`src/rtl/dnd_pkg.sv`:
```
// ----------------------------------------------------------------------------
// dnd_pkg
// Shared types and constants of the DNS name decompressor: item modes,
// read address selects, and the command and status bundles that join the
// controller and the datapath.
// ----------------------------------------------------------------------------
package dnd_pkg;

  localparam int ADDR_W   = 9;
  localparam int BYTE_W   = 8;
  localparam int LIMIT_W  = 10;
  localparam int PTR_W    = 14;
  localparam int CURSOR_W = 11;
  localparam int IN_W     = 32;
  localparam int OUT_W    = 32;

  localparam logic [7:0] PTR_MASK    = 8'hc0;
  localparam logic [7:0] MARKER_BYTE = 8'd192;
  localparam logic [7:0] DOT_CHAR    = 8'h2e;

  typedef enum logic [1:0] {
    MODE_LOAD   = 2'd0,
    MODE_DECODE = 2'd1,
    MODE_READ   = 2'd2,
    MODE_NONE   = 2'd3
  } mode_t;

  typedef enum logic [1:0] {
    RD_C   = 2'd0,
    RD_C1  = 2'd1,
    RD_T   = 2'd2,
    RD_SRC = 2'd3
  } rd_sel_t;

  typedef struct packed {
    logic    capture;
    logic    load_we;
    rd_sel_t rd_sel;
    logic    lab_load;
    logic    src_from_t;
    logic    t_load;
    logic    copy_step;
    logic    dot_write;
    logic    adv_t;
    logic    set_err;
    logic    set_done;
    logic    c_add2;
    logic    out_load;
  } dp_cmd_t;

  typedef struct packed {
    logic c_lt_end;
    logic t_lt_end;
    logic byte_zero;
    logic byte_ptr;
    logic c_label_bad;
    logic t_label_bad;
    logic copy_last;
    logic byte_marker;
    logic stop;
  } dp_status_t;

endpackage

```
`src/rtl/dnd_ctrl.sv`:
```
// ----------------------------------------------------------------------------
// dnd_ctrl
// Sequencer of the name decompressor: dispatches each input beat by mode,
// steps the label and pointer walk, and owns the output valid.
// ----------------------------------------------------------------------------
module dnd_ctrl (
  input  logic                clk,
  input  logic                rst,
  input  logic                s_valid,
  input  logic [1:0]          mode,
  output logic                s_ready,
  output logic                m_valid,
  input  logic                m_ready,
  input  dnd_pkg::dp_status_t flags,
  output dnd_pkg::dp_cmd_t    cmd
);

  typedef enum logic [3:0] {
    ST_IDLE,
    ST_NREAD,
    ST_C_CHK,
    ST_C_BYTE,
    ST_P_LO,
    ST_T_CHK,
    ST_T_BYTE,
    ST_COPY,
    ST_COPY_LAST,
    ST_DOT,
    ST_T_MRD,
    ST_T_MARK,
    ST_P_END,
    ST_RESP
  } state_t;

  state_t state, state_next;
  logic   in_ptr, in_ptr_next;
  logic   accept;
  logic   out_free;

  assign s_ready  = (state == ST_IDLE);
  assign accept   = s_valid && s_ready;
  assign out_free = !m_valid || m_ready;

  always_comb begin
    state_next  = state;
    in_ptr_next = in_ptr;
    cmd         = '0;
    case (state)
      ST_IDLE: begin
        if (accept) begin
          cmd.capture = 1'b1;
          in_ptr_next = 1'b0;
          case (dnd_pkg::mode_t'(mode))
            dnd_pkg::MODE_LOAD: begin
              cmd.load_we = 1'b1;
              state_next  = ST_RESP;
            end
            dnd_pkg::MODE_DECODE: state_next = ST_C_CHK;
            dnd_pkg::MODE_READ:   state_next = ST_NREAD;
            default:              state_next = ST_RESP;
          endcase
        end
      end
      ST_NREAD: state_next = ST_RESP;
      ST_C_CHK: begin
        cmd.rd_sel = dnd_pkg::RD_C;
        state_next = flags.c_lt_end ? ST_C_BYTE : ST_RESP;
      end
      ST_C_BYTE: begin
        cmd.rd_sel = dnd_pkg::RD_C1;
        if (flags.byte_zero) begin
          state_next = ST_RESP;
        end else if (flags.byte_ptr) begin
          cmd.lab_load = 1'b1;
          state_next   = ST_P_LO;
        end else if (flags.c_label_bad) begin
          cmd.set_err = 1'b1;
          state_next  = ST_RESP;
        end else begin
          cmd.lab_load = 1'b1;
          state_next   = ST_COPY;
        end
      end
      ST_P_LO: begin
        cmd.t_load  = 1'b1;
        in_ptr_next = 1'b1;
        state_next  = ST_T_CHK;
      end
      ST_T_CHK: begin
        cmd.rd_sel = dnd_pkg::RD_T;
        state_next = flags.t_lt_end ? ST_T_BYTE : ST_P_END;
      end
      ST_T_BYTE: begin
        if (flags.byte_zero) begin
          state_next = ST_P_END;
        end else if (flags.t_label_bad) begin
          cmd.set_err = 1'b1;
          state_next  = ST_RESP;
        end else begin
          cmd.lab_load   = 1'b1;
          cmd.src_from_t = 1'b1;
          state_next     = ST_COPY;
        end
      end
      ST_COPY: begin
        cmd.rd_sel    = dnd_pkg::RD_SRC;
        cmd.copy_step = 1'b1;
        if (flags.copy_last) begin
          state_next = ST_COPY_LAST;
        end
      end
      ST_COPY_LAST: state_next = ST_DOT;
      ST_DOT: begin
        cmd.dot_write = 1'b1;
        cmd.adv_t     = in_ptr;
        if (!in_ptr) begin
          state_next = ST_C_CHK;
        end else if (flags.stop) begin
          state_next = ST_T_MRD;
        end else begin
          state_next = ST_T_CHK;
        end
      end
      ST_T_MRD: begin
        cmd.rd_sel = dnd_pkg::RD_T;
        state_next = ST_T_MARK;
      end
      ST_T_MARK: begin
        if (flags.byte_marker) begin
          cmd.set_done = 1'b1;
          state_next   = ST_P_END;
        end else begin
          state_next = ST_T_CHK;
        end
      end
      ST_P_END: begin
        cmd.c_add2 = 1'b1;
        state_next = ST_RESP;
      end
      ST_RESP: begin
        if (out_free) begin
          cmd.out_load = 1'b1;
          state_next   = ST_IDLE;
        end
      end
      default: state_next = ST_IDLE;
    endcase
  end

  always_ff @(posedge clk) begin
    if (rst) begin
      state   <= ST_IDLE;
      in_ptr  <= 1'b0;
      m_valid <= 1'b0;
    end else begin
      state  <= state_next;
      in_ptr <= in_ptr_next;
      if (cmd.out_load) begin
        m_valid <= 1'b1;
      end else if (m_ready) begin
        m_valid <= 1'b0;
      end
    end
  end

`ifndef SYNTH
  a_out_no_clobber: assert property (@(posedge clk) disable iff (rst)
    cmd.out_load |-> (!m_valid || m_ready))
    else $error("result register loaded while a beat is still held");

  a_accept_leaves_idle: assert property (@(posedge clk) disable iff (rst)
    (s_valid && s_ready) |=> (state != ST_IDLE))
    else $error("accepted beat did not start any work");

  a_valid_from_resp: assert property (@(posedge clk) disable iff (rst)
    $rose(m_valid) |-> ($past(state) == ST_RESP))
    else $error("output valid raised outside the response step");
`endif

endmodule

```
`config.mk`:
```
export PLATFORM = sky130hd
export DESIGN_NAME = dnd_ctrl
export DESIGN_NICKNAME = d
export VERILOG_FILES = /design/src/rtl/dnd_pkg.sv /design/src/rtl/dnd_ctrl.sv
export SDC_FILE = /design/constraint.sdc
export NUM_CORES = 1
export LEC_CHECK = 0
export ABC_AREA = 1
export BUFFER_PORTS_ARGS = -buffer_cell sky130_fd_sc_hd__buf_2
export CAP_MARGIN = 20
export CELL_PAD_IN_SITES_DETAIL_PLACEMENT = 0
export CELL_PAD_IN_SITES_GLOBAL_PLACEMENT = 1
export CORE_UTILIZATION = 33
export DETAILED_ROUTE_END_ITERATION = 10
export PLACE_DENSITY = 0.88
export SYNTH_ARGS = -nofsm -noshare
export SYNTH_HDL_FRONTEND = slang
export SYNTH_SLANG_ARGS = --single-unit
```
`constraint.sdc`:
```
create_clock -name clk -period 2.4 [get_ports clk]
set_input_delay 0.24 -clock clk [delete_from_list [all_inputs] [get_ports clk]]
set_output_delay 0.24 -clock clk [all_outputs]
set_load 0.02 [all_outputs]
```
==> out/results.ini <==
[grt]
grt_max_degree=11
gr-total-overflow=0
met2_usage_pct=27.1
track_usage_pct=15.9
antenna_found_initial=0
grtUsageMet1_pct=21.3
grt_pass1_vias=791
grt-busiest-layer=met2
use_met3_pct=1.21
grt_pass1_wl_um=3220

[detailed_routing]
drc=0
detail-route-antenna-nets=0
drt_pass1_iterations=4
vias=912
first_iter_violations=17
postRouteWirelength_um=1900
viasPerCell=4.70
routedWlPerCell_um=9.80

[place]
io_buffer_count=30
globalplace.congestion=0.839
place_hpwl_um=1640
dpl_worst_slack_ns=0.901

[synthesis]
yosysWarnings=0
syn-num-nets=153
synth-edff-count=0
async_flop_share_pct=0
synth_top_area_cell=nand2_1
synth_seq_cells=6
synth_most_common_cell=nand2_1
seq_area_frac_synth_pct=15.4
synth_cell_types=24
synth_area_um2=779
ys_top_cells_by_count=nand2_1, inv_1, nor2_1
synth.avg_cell_area_um2=5.77
synth_top_area_share_pct=17.3
synthTopCellsByArea=nand2_1, dfxtp_1, nand3_1
synth_flop_cell=dfxtp_1
syn_inst=135

[cts]
cts-buffers-inserted=3
cts_tree=built
post-cts-setup-buffer-count=0
numClockSinks=6
cts.htree.levels=1
clock_latency_ns=0.23
post_cts_resize_count=0
clk_pin_slew_worst_paths_ns=0.04
cts-root-buf=clkbuf_4
hold_buffers=0
clockBufferDepth=2

[sta]
hold_violations=0
finalSetupTns_ns=0
fin_crit_ns=1.78
slew_violations=0
fin_crit_sh_pct=74.0
worst_pin_slew_ns=0.448
timing.final.ws_setup_ns=0.624
setup_viol=0
slew_headroom_pct=70.1
grt_setup_unrepaired=false
finClkSkew_ns=0.00130
fmax_ghz=0.563

[layout]
syn_to_final_growth_pct=24.2
n_antenna_cell=0
fill_cells=265
drive_gt1_share_pct=30.7
num-nets-final=186

[worst_setup_path]
timing.rr.start=state[3]
worst-path-max-fanout=8
worst-r2r-cell-count=7
path_class=reg2out
worstSetupStartpointType=flop
r2r_slack_ns=0.94
crit_arrival_ns=1.54
reg2reg_to=state[2]
crit_required_ns=2.16
worst_setup_path_end_kind=output port

[power_and_ir_drop]
power_frac_seq_pct=22.3
leakagePower_nw=0.602
power.share.clock_pct=9.1
swShare_pct=57.3
power_density_nw_per_um2=998
p_int_uw=413
p_sw_uw=553
vdd_drop_max_uv=640
comb_power_share_pct=68.7

[floorplan]
rows=17
core_area_um2=2210
dieArea_um2=2560
dieHeight_um=50.6
fp.dieW_um=50.6
initial_utilization_pct=35.2
ioPinCount=31

[worst_hold_path]
whs_path_depth=2
min_to=state[3]
holdCritPathClass=in2reg
min_from=rst

[job]
maxCapViolations=0

[outcome]
status=finished, final reports clean

layout by cell type (no fill, tap or decap), drive strengths merged:
master	synthesis	final
a21oi	5	5
buf	2	30
clkbuf	0	3
clkinv	1	1
dfxtp	6	6
ha	3	3
inv	22	22
nand2	40	40
nand3	15	15
nand3b	4	4
nand4	1	1
nor2	25	25
nor3	4	4
o21ai	5	5
o22ai	1	1
or2	1	1
sequential cells by signal, summed over array words and instances (netlist names):
name	count
in_ptr	1
m_valid	1
state	4
critical path, stage by stage (launching register included):
cell and delay (ns):
dfxtp_1 0.59, inv_1 0.12, nor2_1 0.19, nand2_1 0.12, o21ai_0 0.09, buf_2 0.19
metrics by stage:
| step | utilization (%) | area, µm² | power, mW | instances | hold WS, ns |
|---|---|---|---|---|---|
| after floorplan | - | 779 | 0.743 | 135 | 0.309 |
| after global placement | 42.8 | 946 | 0.884 | 191 | 0.478 |
| after detailed placement | 42.8 | 946 | 0.883 | 191 | 0.476 |
| after CTS | 43.8 | 968 | 0.974 | 194 | 0.229 |
| after global routing | 43.8 | 968 | 1.07 | 194 | 0.243 |
| final | 43.8 | 968 | 0.966 | 194 | 0.237 |
worst max path at each step:
| stage | start | end | slack (ns) | cells past startpoint |
|---|---|---|---|---|
| 2_1_floorplan | state[3] | cmd[12] | 0.94 | 6 |
| 3_3_place_gp | state[3] | cmd[11] | 0.93 | 5 |
| 3_5_place_dp | state[3] | cmd[11] | 0.90 | 5 |
| 4_1_cts | state[3] | cmd[11] | 0.64 | 5 |
| 5_1_grt | state[3] | cmd[11] | 0.56 | 5 |
| 6_report | state[3] | cmd[11] | 0.62 | 5 |
power by group through the flow:
stage | Sequential (mW) | Combinational [mW] | Clock [mW]
after floorplan | 0.181 | 0.563 | 0
after global placement | 0.216 | 0.668 | 0
after detailed placement | 0.217 | 0.666 | 0
after CTS | 0.215 | 0.668 | 0.0910
after global routing | 0.222 | 0.751 | 0.0981
final | 0.215 | 0.664 | 0.0875
final cells by class:
cell class / instances / area (µm²) / area share [%]
Tap cell: 28 / 35.0 / 3.62
Sequential cell: 6 / 120 / 12.4
Multi-Input combinational cell: 104 / 553 / 57.1
Timing Repair Buffer: 30 / 150 / 15.5
Inverter: 23 / 87.6 / 9.04
Clock buffer: 3 / 22.5 / 2.33
kinds of logic after synthesis:
kind of cell             Yosys count  share of synthesized area [%]
flip-flops                         6                           15.4
adder cells (fa/ha/maj)            3                           4.82
buffers and inverters             25                           13.6
AND/OR/NAND/NOR                   90                           58.9
AO/OA/AOI/OAI                     11                           7.22
layer usage:
metal	share of wire, %	wire [µm]
met5	0	0
met4	0	0
met3	3.9	74
met2	48	914
met1	48	913
Power figures use the tool's default switching activity.
